==> config.mk <==
export PLATFORM = sky130hd
export DESIGN_NAME = tte_cell
export DESIGN_NICKNAME = d
export VERILOG_FILES = /design/src/rtl/timer_table_expiry_assert.svh /design/src/rtl/tte_pkg.sv /design/src/rtl/tte_cell.sv
export SDC_FILE = /design/constraint.sdc
export NUM_CORES = 1
export LEC_CHECK = 0
export ABC_CLOCK_PERIOD_IN_PS = 4400
export BUFFER_PORTS_ARGS = -buffer_cell sky130_fd_sc_hd__buf_2
export CORE_AREA = 2 2 142 144
export CTS_CLUSTER_SIZE = 16
export DETAILED_ROUTE_END_ITERATION = 12
export DIE_AREA = 0 0 144 146
export GPL_ROUTABILITY_DRIVEN = 1
export PLACE_DENSITY = 0.73
export SYNTH_ARGS = -nofsm -noshare
export SYNTH_HDL_FRONTEND = slang
export SYNTH_SLANG_ARGS = --single-unit
==> constraint.sdc <==
create_clock -name clk -period 4.4 [get_ports clk]
set_input_delay 0.66 -clock clk [delete_from_list [all_inputs] [get_ports clk]]
set_output_delay 0.66 -clock clk [all_outputs]
set_load 0.005 [all_outputs]
==> src/rtl/timer_table_expiry_assert.svh <==
// Assertion macros used by the timer table module.
`ifndef TIMER_TABLE_EXPIRY_ASSERT_SVH
`define TIMER_TABLE_EXPIRY_ASSERT_SVH

// Same-cycle implication, checked on every clock edge outside reset.
`define TTE_ASSERT_NOW(label, ante, cons, msg) \
  label: assert property (@(posedge clk) disable iff (!rst_n) (ante) |-> (cons)) \
    else $error(msg);

// Next-cycle implication, checked on every clock edge outside reset.
`define TTE_ASSERT_NEXT(label, ante, cons, msg) \
  label: assert property (@(posedge clk) disable iff (!rst_n) (ante) |=> (cons)) \
    else $error(msg);

`endif

==> src/rtl/tte_pkg.sv <==
package tte_pkg;

  // Table geometry and field widths.
  localparam int TABLE_DEPTH = 16;
  localparam int ID_WIDTH    = 16;
  localparam int IDX_W       = $clog2(TABLE_DEPTH);
  localparam int TIME_W      = 32;
  localparam int STAMP_W     = 16;
  localparam int TIMEOUT_W   = 24;
  localparam int MAX_OUT     = 16;
  localparam int N_W         = $clog2(MAX_OUT + 1);

  // Request codes.
  typedef enum logic [1:0] {
    REQ_ADD    = 2'd0,
    REQ_CANCEL = 2'd1,
    REQ_TICK   = 2'd2,
    REQ_NONE   = 2'd3
  } req_t;

  // Result codes.
  typedef enum logic [2:0] {
    KIND_ADDED     = 3'd0,
    KIND_FULL      = 3'd1,
    KIND_FOUND     = 3'd2,
    KIND_NOT_FOUND = 3'd3,
    KIND_EXPIRED   = 3'd4,
    KIND_TICK_NONE = 3'd5
  } kind_t;

  // Candidate record handed from cell to cell during a scan.
  typedef struct packed {
    logic                tok;
    logic                found;
    logic [IDX_W-1:0]    idx;
    logic [TIME_W-1:0]   key;
    logic [STAMP_W-1:0]  age;
    logic [ID_WIDTH-1:0] id;
  } cand_t;

  // Scan context broadcast to every cell.
  typedef struct packed {
    req_t                mode;
    logic [TIME_W-1:0]   time_now;
    logic [STAMP_W-1:0]  ins_stamp;
    logic [ID_WIDTH-1:0] cid;
  } ctx_t;

  // Entry write broadcast to every cell.
  typedef struct packed {
    logic                set;
    logic                clr;
    logic [IDX_W-1:0]    idx;
    logic [TIME_W-1:0]   deadline;
    logic [ID_WIDTH-1:0] id;
    logic [STAMP_W-1:0]  stamp;
  } wr_t;

endpackage

==> src/rtl/tte_cell.sv <==
module tte_cell (
  input  logic                      clk,
  input  logic                      rst_n,
  input  logic [tte_pkg::IDX_W-1:0] my_idx,
  input  tte_pkg::ctx_t             ctx,
  input  tte_pkg::wr_t              wr,
  input  tte_pkg::cand_t            cand_i,
  output tte_pkg::cand_t            cand_o
);

  logic                          valid_r;
  logic [tte_pkg::TIME_W-1:0]    deadline_r;
  logic [tte_pkg::ID_WIDTH-1:0]  id_r;
  logic [tte_pkg::STAMP_W-1:0]   stamp_r;
  tte_pkg::cand_t                cand_r;
  tte_pkg::cand_t                cand_nxt;
  logic [tte_pkg::TIME_W-1:0]    diff;
  logic [tte_pkg::TIME_W-1:0]    key_me;
  logic [tte_pkg::STAMP_W-1:0]   age_me;
  logic                          due;
  logic                          earlier;
  logic                          sel;

  // Entry storage; only the valid bit needs reset.
  always_ff @(posedge clk) begin
    if (!rst_n) begin
      valid_r <= 1'b0;
    end else if (wr.idx == my_idx) begin
      if (wr.set) begin
        valid_r <= 1'b1;
      end else if (wr.clr) begin
        valid_r <= 1'b0;
      end
    end
  end

  always_ff @(posedge clk) begin
    if (wr.set && wr.idx == my_idx) begin
      deadline_r <= wr.deadline;
      id_r       <= wr.id;
      stamp_r    <= wr.stamp;
    end
  end

  // Wrap-aware ordering key and age of this entry.
  always_comb begin
    diff    = deadline_r - ctx.time_now;
    key_me  = diff ^ {1'b1, {(tte_pkg::TIME_W-1){1'b0}}};
    age_me  = ctx.ins_stamp - stamp_r;
    due     = (diff == '0) || diff[tte_pkg::TIME_W-1];
    earlier = (key_me < cand_i.key) || ((key_me == cand_i.key) && (age_me > cand_i.age));
  end

  // Decide whether this entry replaces the incoming candidate.
  always_comb begin
    case (ctx.mode)
      tte_pkg::REQ_ADD:    sel = !valid_r && !cand_i.found;
      tte_pkg::REQ_CANCEL: sel = valid_r && (id_r == ctx.cid) && (!cand_i.found || earlier);
      tte_pkg::REQ_TICK:   sel = valid_r && due && (!cand_i.found || earlier);
      default:             sel = 1'b0;
    endcase
    cand_nxt = cand_i;
    if (sel) begin
      cand_nxt.found = 1'b1;
      cand_nxt.idx   = my_idx;
      cand_nxt.key   = key_me;
      cand_nxt.age   = age_me;
      cand_nxt.id    = id_r;
    end
  end

  // Hand the candidate to the next cell.
  always_ff @(posedge clk) begin
    if (!rst_n) begin
      cand_r <= '0;
    end else begin
      cand_r <= cand_nxt;
    end
  end

  assign cand_o = cand_r;

endmodule

==> summary.md, run 1 <==
| Metric | Value |
|---|---|
| Outcome | complete, but fails checks |
| Violated checks | setup timing |
| Post-synthesis compound-gate area fraction | 0.1476 |
| Top-level port count | about 280 |
| Synthesized net count | about 1.3k |
| Dominant cell type by area after synthesis | sky130_fd_sc_hd__edfxtp_1 |
| Floorplan die width | 144 um |
| Crit end category | flip-flop |
| Post-Synth Simple-Gate Area | 0.1467 |
| Initial Util | 0.4668 |
| Fraction of registers with async set/reset | 0 |
| Wire length of the first global-routing pass | 42,370 um |
| CP Buf/Inv Count | 6 |
| Parity-gate share of the synthesized area counting xor and xnor cells | 0.05919 |
| Final standard cell area without fillers | 0.01301 sq mm |
| Share of the yosys chip area belonging to registers | 0.3704 |
| Switching share of total power | 0.3113 |
| Total detailed-routing wirelength | 28,080 um |
| Comb pwr share | 0.286 |
| Overflow left after global routing | 0 |
| Cell type with the highest occurrence count on the critical path | sky130_fd_sc_hd__a21o_1 |
| RD Place Congestion | 0.9565 |
| Post-detailed-route wirelength per cell | 16.41 um |
| Final-layout worst hold slack | 0.3916 ns |
| Classification of the worst setup path | flip-flop to flip-flop |
| Count of port buffers added during placement | 281 |
| Die H | about 150 um |
| Post-Synthesis Cells | around 1,000 |
| Adder-cell area share of the yosys netlist | 0.1386 |
| Initial antenna violation count | 2 |
| Clock buffer count from CTS | 17 |
| Ratio of cells with drive above 1 in the final layout | 0.3924 |
| Max-slew headroom at the worst pin | 0.3898 |
| Clock tree from TritonCTS | done |
| Post-Route Utilization | 0.6726 |
| Unrepaired setup endpoints after global routing | yes |
| Top cells by count, synth | sky130_fd_sc_hd__nand2_1, sky130_fd_sc_hd__inv_1, sky130_fd_sc_hd__ha_1 |
| Total GRT Usage | 0.2573 |
| Power consumption | around 4.0 mW |
| Skew final | around 0.026 ns |
| Area share of the largest cell type after synthesis | 0.2129 |
| Area growth from synthesis to layout | 44.08% |
| CP max-delay cell | sky130_fd_sc_hd__fa_2 |
| Worst-skew pair later-pin latency | 0.44 ns |
| Instance area after placement | 0.01193 sq mm |
| Sequential cell fraction of total power | 0.349 |
| Maximum level of the CTS H-tree | 4 |
| Maximum clock frequency | 216.0 MHz |
| Post-route worst setup slack | -0.2306 ns |
| Synth Register Bits | between 100 and 150 |
| Number of DRC violations after detailed-routing iteration 0 | ~470 |
| Number of nets with antenna violations after detailed routing | 0 |
| Unique cell type count in the Yosys netlist | 67 |
| Clock transition at the registers of the reported paths | 0.07 ns |
| Worst supply voltage drop on vdd | 0.2727 mV |
| Total die area | approximately 0.021 sq mm |
| Worst slew pin tran | 0.9154 ns |
| Crit-path leading delay family | compound AO/OA/AOI/OAI gates |
| Routed vias/inst | 5.129 |
| Net Sw Power | between 1 and 1.5 mW |
| Most area-consuming cells after synthesis | sky130_fd_sc_hd__edfxtp_1, sky130_fd_sc_hd__dfxtp_1, sky130_fd_sc_hd__ha_1 |
| CTS sink count | 135 |
| Pre-Repair DR Iteration Count | 5 |
| Cell Int Power | 2.758 mW |
| Most frequent cell after synthesis | sky130_fd_sc_hd__nand2_1 |
| Path type of the worst min-delay path | primary input to flip-flop |
| Final period utilization | 1.052 |
| Vias in the first global route | between 8k and 9k |
| Total count of max-transition violations in the final report | 0 |
| Setup-failing EPs final | 69 |
| Fraction of synthesized area in multiplexers | 0.06432 |
| Minimum period implied by the final worst setup slack | 4.631 ns |
| Predominant post-synthesis flop cell | sky130_fd_sc_hd__dfxtp_1 |
| Critical Path Max Stage Delay | about 0.39 ns |
| Synth Warn # | 0 |
| # Max-Cap Violations | 0 |
| Post-synthesis average cell area | around 9.2 sq um |
| # rows | ~50 |
| Total DRC errors in the routed layout | 0 |
| Highest net fanout along the worst path | 5 |
| Root buffer cell | sky130_fd_sc_hd__clkbuf_16 |
| Data arrival, critical path | 4.98 ns |
| Cell leakage power | around 6.3 nW |
| Fill count | ~1.6k |
| Number of nets in the layout | 1,742 |
| Combinational family with the most area after synthesis | compound AO/OA/AOI/OAI gates |
| Category of the worst setup path launch point | flip-flop |
| Number of buffers between clock root and the deepest sink | 2 |
| Via count | about 8.8k |
| Clock Power Share | 0.365 |
| Area of the mapped netlist | 0.009026 sq mm |
| Detailed placement HPWL | between 20,000 and 25,000 um |
| Count of endpoints failing hold in the final timing report | 0 |
| CP Data Required Time | 4.75 ns |
| Number of enable flip-flop cells after synthesis | 64 |
| Largest net degree at the start of global routing | 67 |
| Setup TNS Final | -12.11 ns |
| CORE AREA | 0.01933 sq mm |
| Pwr dens | 307.9 mW/mm^2 |
-- registers in the layout (all words and copies together) (netlist names) --
register and count:
stamp_r 16, id_r 16, cand_o 70, valid_r 1, deadline_r 32
-- worst paths after layout --
check,start,endpoint,slack (ns),depth (start not counted)
setup / recovery,deadline_r[0],cand_o[42],-0.23,25
hold / removal,wr[3],stamp_r[3],0.39,1
setup reg to reg,deadline_r[0],cand_o[42],-0.23,25
hold reg to reg,valid_r,valid_r,0.56,2
-- layout by cell type (no fill, tap or decap), types with 4 or more instances in the layout --
| cell type | count |
|---|---|
| sky130_fd_sc_hd__inv_8 | 6 |
| sky130_fd_sc_hd__inv_1 | 112 |
| sky130_fd_sc_hd__o21a_1 | 8 |
| sky130_fd_sc_hd__nor2b_1 | 4 |
| sky130_fd_sc_hd__a21oi_2 | 7 |
| sky130_fd_sc_hd__edfxtp_1 | 64 |
| sky130_fd_sc_hd__a31o_2 | 4 |
| sky130_fd_sc_hd__xnor2_1 | 25 |
| sky130_fd_sc_hd__xor2_1 | 34 |
| sky130_fd_sc_hd__nor3_1 | 11 |
| sky130_fd_sc_hd__o21ai_0 | 26 |
| sky130_fd_sc_hd__o21ai_2 | 4 |
| sky130_fd_sc_hd__nand3_1 | 17 |
| sky130_fd_sc_hd__dfxtp_1 | 71 |
| sky130_fd_sc_hd__inv_6 | 5 |
| sky130_fd_sc_hd__and3_1 | 5 |
| sky130_fd_sc_hd__clkbuf_16 | 20 |
| sky130_fd_sc_hd__nand2b_1 | 6 |
| sky130_fd_sc_hd__and2_1 | 6 |
| sky130_fd_sc_hd__ha_1 | 92 |
| sky130_fd_sc_hd__a21oi_1 | 46 |
| sky130_fd_sc_hd__o211ai_1 | 6 |
| sky130_fd_sc_hd__a211oi_2 | 15 |
| sky130_fd_sc_hd__nor4_1 | 9 |
| sky130_fd_sc_hd__nand4_1 | 16 |
| sky130_fd_sc_hd__buf_4 | 171 |
| sky130_fd_sc_hd__a21o_1 | 19 |
| sky130_fd_sc_hd__nand2_1 | 146 |
| sky130_fd_sc_hd__o21ai_1 | 4 |
| sky130_fd_sc_hd__buf_2 | 280 |
| sky130_fd_sc_hd__mux2i_1 | 55 |
| sky130_fd_sc_hd__o21bai_1 | 6 |
| sky130_fd_sc_hd__buf_6 | 4 |
| sky130_fd_sc_hd__a211oi_1 | 11 |
| sky130_fd_sc_hd__nor2_1 | 37 |
-- cells by family after synthesis --
| logic type | Yosys count |
|---|---|
| AOI/OAI and AO/OA | 200 |
| xor gates and xnor gates | 61 |
| adders and majority gates | 99 |
| buffers and inverters | 148 |
| DFF | 135 |
| muxes | 58 |
| and+or+nand+nor | 283 |
-- metrics by stage --
step                      worst slack, ns  cells
final                             -0.2306   1711
after floorplan                   0.01321    984
after global placement            -0.5969   1665
after CTS                         -0.1693   1706
after detailed placement          -0.6770   1665
after global routing              -0.4556   1711
-- routing by layer --
metal	global-route usage	share of wire	wire length, um	vias to the layer above
li1	-	-	-	4370
met1	0.3022	0.41	11440	4029
met2	0.4557	0.50	14070	323
met3	0.05232	0.061	1713	52
met4	0.1010	0.030	844	2
met5	0	0.00039	11	-
-- worst reg2reg max path: stages (launching register included) --
cell and delay [ns]:
sky130_fd_sc_hd__edfxtp_1 0.38, sky130_fd_sc_hd__inv_2 0.08, sky130_fd_sc_hd__ha_4 0.13, sky130_fd_sc_hd__inv_2 0.04, sky130_fd_sc_hd__fa_2 0.39, sky130_fd_sc_hd__a21o_1 0.24, sky130_fd_sc_hd__a221o_1 0.34, sky130_fd_sc_hd__o211ai_1 0.17
sky130_fd_sc_hd__buf_4 0.18, sky130_fd_sc_hd__o31ai_2 0.08, sky130_fd_sc_hd__a31oi_1 0.20, sky130_fd_sc_hd__nand3_1 0.09, sky130_fd_sc_hd__and3_4 0.21, sky130_fd_sc_hd__ha_4 0.21, sky130_fd_sc_hd__a21o_1 0.16, sky130_fd_sc_hd__a21o_1 0.17
sky130_fd_sc_hd__a21o_1 0.18, sky130_fd_sc_hd__a211oi_2 0.22, sky130_fd_sc_hd__o21ai_2 0.08, sky130_fd_sc_hd__a21oi_2 0.12, sky130_fd_sc_hd__o21ai_2 0.10, sky130_fd_sc_hd__a21oi_4 0.20, sky130_fd_sc_hd__buf_8 0.18, sky130_fd_sc_hd__buf_6 0.13
sky130_fd_sc_hd__buf_16 0.11, sky130_fd_sc_hd__mux2i_1 0.16
-- cell type report --
type                       instances  area, sq um  area share
inverter                         114        427.9     0.03290
clock inverter                    15        172.7     0.01328
antenna                            1        2.502   0.0001924
clock buffer                      17        425.4     0.03271
sequential                       135         3343      0.2571
multi-input combinational        701         5386      0.4142
tap                              265        331.6     0.02550
timing repair buffer             463         2915      0.2242
-- power by group through the flow --
stage	clock, mW	combinational [mW]	sequential (mW)
5_1_grt	1.54	1.26	1.40
6_report	1.46	1.15	1.40
3_5_place_dp	0	1.07	1.42
4_1_cts	1.49	1.11	1.40
2_1_floorplan	0	0.566	1.43
3_3_place_gp	0	1.05	1.42
-- what timing repair did --
action                                  CTS  global route
cloned                                    1             3
buffers inserted                          9             3
hold buffers                              0             0
resized for setup                        31            33
pin swaps                                19            20
endpoints found under the setup margin   69            69
(Power assumes the default switching activity.)
==> run 2, diff against run 1 <==
--- a/config.mk
+++ b/config.mk
@@ -5,14 +5,14 @@
 export SDC_FILE = /design/constraint.sdc
 export NUM_CORES = 1
 export LEC_CHECK = 0
-export ABC_CLOCK_PERIOD_IN_PS = 4400
+export ABC_CLOCK_PERIOD_IN_PS = 5400
 export BUFFER_PORTS_ARGS = -buffer_cell sky130_fd_sc_hd__buf_2
-export CORE_AREA = 2 2 142 144
+export CORE_AREA = 2 2 129 131
 export CTS_CLUSTER_SIZE = 16
 export DETAILED_ROUTE_END_ITERATION = 12
-export DIE_AREA = 0 0 144 146
+export DIE_AREA = 0 0 131 133
 export GPL_ROUTABILITY_DRIVEN = 1
-export PLACE_DENSITY = 0.73
+export PLACE_DENSITY = 0.84
 export SYNTH_ARGS = -nofsm -noshare
 export SYNTH_HDL_FRONTEND = slang
 export SYNTH_SLANG_ARGS = --single-unit
==> constraint.sdc (replaced) <==
create_clock -name clk -period 5.4 [get_ports clk]
set_input_delay 0.81 -clock clk [delete_from_list [all_inputs] [get_ports clk]]
set_output_delay 0.81 -clock clk [all_outputs]
set_load 0.005 [all_outputs]
==> run 2 against run 1 <==
Compared with the run above:
- the flow now finishes without violations
- combinational power is 36% lower
- power is 25% lower
- via count is 5.2% lower
- sequential share of layout area is 3.6 points higher
- register-to-register slack better by 0.74 ns
- clock-buffer cell count stayed put
- core utilization is 3.2 points higher
- sequential power is 19% lower
==> summary.md, run 2 (synthesis gave the netlist of run 1 again) <==
| Metric | Value |
|---|---|
| Crit path from | ctx[36] |
| Worst supply voltage drop on vdd | 0.2190 mV (-20%) |
| Final-layout worst hold slack | 0.5501 ns (+0.1585 ns) |
| Post-detailed-route wirelength per cell | 16.69 um (+1.7%) |
| Outcome | finished clean |
| Classification of the worst setup path | primary input to flip-flop |
| Skew final | 0.01472 ns (-0.01141 ns) |
| Register-to-register path setup slack | 0.51 ns (+0.74 ns) |
| Total die area | 0.01742 sq mm (-17%) |
| Number of stages on the worst setup path | 24 (-4.0%) |
| Root buffer cell | sky130_fd_sc_hd__clkbuf_16 |
| Area growth from synthesis to layout | 26.17% |
| Flip-flop count of the largest register, all copies and words added | 70 (unchanged) |
| Max-slew headroom at the worst pin | 0.3295 (-0.06029) |
| Chain of cells forming the critical path | buf_2, inv_1, ha_1, a211o_1, a21oi_1, a211oi_1, buf_4, o211ai_2, a21oi_1, a2111oi_2, nor3b_2, ha_1, a21o_1, a21o_1, a21o_1, a21o_1, a211oi_1, o21ai_0, a21oi_1, o21ai_1, a21oi_4, buf_12, buf_12, mux2i_1 |
| Pwr dens | 264.5 mW/mm^2 (-14%) |
| Worst slew pin tran | 1.006 ns (+0.09044 ns) |
| Crit-path leading delay family | compound AO/OA/AOI/OAI gates |
| Fill count | 1,239 (-21%) |
| Final standard cell area without fillers | 0.01139 sq mm (-12%) |
| Area used by multi-input combinational logic | 0.005070 sq mm (-5.9%) |
| Category of the worst setup path launch point | primary input |
| Wire length of the first global-routing pass | 39,010 um (-7.9%) |
| CTS sink count | 135 (unchanged) |
| Largest net degree at the start of global routing | 69 (+3.0%) |
| CP max-delay cell | sky130_fd_sc_hd__a2111oi_2 |
| Power consumption | 3.012 mW (-25%) |
| Total GRT Usage | 0.2884 (+0.03111) |
| Crit end category | flip-flop |
| Die H | 133 um (-8.9%) |
| Total detailed-routing wirelength | 25,280 um (-10%) |
| Clock buffer count from CTS | 17 (unchanged) |
| Leading cell types in the layout, fill and taps excluded | sky130_fd_sc_hd__buf_2, sky130_fd_sc_hd__nand2_1, sky130_fd_sc_hd__inv_1 |
| Pre-Repair DR Iteration Count | 5 (unchanged) |
| Maximum clock frequency | 199.9 MHz |
| Top-level port count | 282 (unchanged) |
| Cell type with the highest occurrence count on the critical path | sky130_fd_sc_hd__a21o_1 |
| Number of nets in the layout | 1,589 (-8.8%) |
| Number of placed instances with taps included | 1,480 (-11%) |
| RD Place Congestion | 0.9883 (+3.3%) |
| Cell leakage power | 5.489 nW (-13%) |
| Total DRC errors in the routed layout | 0 (unchanged) |
| Capture instance of the worst register-to-register path | cand_o[43] |
| Instance area after placement | 0.01077 sq mm (-9.7%) |
| Clock tree from TritonCTS | done |
| Number of DRC violations after detailed-routing iteration 0 | 595 (+28%) |
| Setup TNS Final | 0 ns (+12.11 ns) |
| Worst setup path end | cand_o[43] |
| Floorplan die width | 131 um (-9.0%) |
| Total count of max-transition violations in the final report | 0 (unchanged) |
| Unrepaired setup endpoints after global routing | no |
| Ratio of cells with drive above 1 in the final layout | 0.2817 (-0.1107) |
| Maximum level of the CTS H-tree | 4 (unchanged) |
| Worst-skew pair later-pin latency | 0.43 ns (about the same) |
| CP Data Required Time | 5.74 ns (+0.99 ns) |
| Via count | 8,324 (-5.2%) |
| Final period utilization | 0.9264 |
| Overflow left after global routing | 0 (unchanged) |
| Path type of the worst min-delay path | primary input to flip-flop |
| FF-to-FF path depth | 24 (-4.0%) |
| Routed vias/inst | 5.494 (+7.1%) |
| Worst setup slack after placement | -0.09935 ns (+0.5776 ns) |
| Most common cell after layout, fill and taps aside | sky130_fd_sc_hd__buf_2 |
| Final standard cell count with taps included and fillers excluded | 1,515 (-11%) |
| Initial Util | 0.5581 (+0.09131) |
| Detailed placement HPWL | 19,780 um (-9.2%) |
| Number of buffers between clock root and the deepest sink | 2 (unchanged) |
| Number of nets with antenna violations after detailed routing | 0 (unchanged) |
| Reg area | 0.003343 sq mm (unchanged) |
| Critical Path Max Stage Delay | 0.45 ns (+0.06 ns) |
| Highest net fanout along the worst path | 13 (+8) |
| Count of endpoints failing hold in the final timing report | 0 (unchanged) |
| Initial antenna violation count | 3 (+1) |
| Post-route worst setup slack | 0.3974 ns (+0.6280 ns) |
| Minimum period implied by the final worst setup slack | 5.003 ns |
| # rows | 47 (-7.8%) |
| Startpoint of the most critical register-to-register path | deadline_r[0] |
| CORE AREA | 0.01617 sq mm (-16%) |
| Data arrival, critical path | 5.34 ns (+0.36 ns) |
| Count of port buffers added during placement | 281 (unchanged) |
| # Max-Cap Violations | 0 (unchanged) |
| Clock transition at the registers of the reported paths | 0.07 ns (about the same) |
| Post-Route Utilization | 0.7042 (+0.03160) |
| CP Buf/Inv Count | 5 (-1) |
| Vias in the first global route | 8,163 (-7.2%) |
| Setup-failing EPs final | 0 (-100%) |
[run 2: cell count changes in the layout (fill, tap and decap cells not counted), sizes merged]
cell,previous run,this run
buf,460,310
clkbuf,20,17
diode,1,3
bufinv,1,0
clkinv,2,3
clkinvlp,0,1
inv,126,125
[run 2: cell type report]
class,instances,area share
Antenna cell,3,0.0006592
Clock buffer,17,0.03735
Timing Repair Buffer,310,0.1483
Inverter,114,0.03757
Tap cell,220,0.02417
Clock inverter,15,0.01318
Multi-Input combinational cell,701,0.4452
Sequential cell,135,0.2936
[run 2: worst min path at each step]
| stage | depth (start not counted) | endpoint | slack (ns) | start |
|---|---|---|---|---|
| after floorplan | 2 | valid_r | 0.50 | valid_r |
| after global placement | 2 | valid_r | 0.53 | valid_r |
| after detailed placement | 2 | valid_r | 0.56 | valid_r |
| after CTS | 1 | deadline_r[8] | 0.54 | wr[40] |
| after global routing | 1 | deadline_r[6] | 0.54 | wr[38] |
| final | 1 | id_r[5] | 0.55 | wr[21] |
[run 2: worst reg2reg max path, stage by stage (launching register included)]
cell and delay [ns]:
sky130_fd_sc_hd__edfxtp_1 0.36, sky130_fd_sc_hd__inv_1 0.07, sky130_fd_sc_hd__ha_1 0.18, sky130_fd_sc_hd__inv_1 0.06, sky130_fd_sc_hd__fa_1 0.40, sky130_fd_sc_hd__a21o_1 0.24, sky130_fd_sc_hd__a221o_1 0.32, sky130_fd_sc_hd__o211ai_1 0.19
sky130_fd_sc_hd__buf_4 0.17, sky130_fd_sc_hd__o31ai_1 0.10, sky130_fd_sc_hd__a31oi_1 0.26, sky130_fd_sc_hd__nand3_1 0.10, sky130_fd_sc_hd__and3_1 0.20, sky130_fd_sc_hd__ha_1 0.30, sky130_fd_sc_hd__a21o_1 0.16, sky130_fd_sc_hd__a21o_1 0.17
sky130_fd_sc_hd__a21o_1 0.17, sky130_fd_sc_hd__a211oi_1 0.21, sky130_fd_sc_hd__o21ai_0 0.12, sky130_fd_sc_hd__a21oi_1 0.12, sky130_fd_sc_hd__o21ai_1 0.13, sky130_fd_sc_hd__a21oi_4 0.16, sky130_fd_sc_hd__buf_12 0.19, sky130_fd_sc_hd__buf_12 0.17
sky130_fd_sc_hd__mux2i_1 0.25
[run 2: routing by layer]
layer / global-route usage / vias up / routed length [um]
li1: - / 4062 / -
met1: 0.3334 / 3810 / 9981
met2: 0.4917 / 374 / 12190
met3: 0.05944 / 78 / 1875
met4: 0.1602 / 0 / 1242
met5: 0 / - / 0
[run 2: power by group]
part           internal (mW)  total, mW  switching (mW)  leakage [nW]
combinational          0.323      0.738           0.415          4.04
clock                  0.615       1.14           0.521         0.280
sequential              1.12       1.14          0.0173          1.17
[run 2: what timing repair did]
| action | CTS | global route |
|---|---|---|
| setup endpoints to repair | 0 | 65 |
| buffers inserted | 0 | 0 |
| resized for setup | 0 | 9 |
| hold buffers | 0 | 0 |
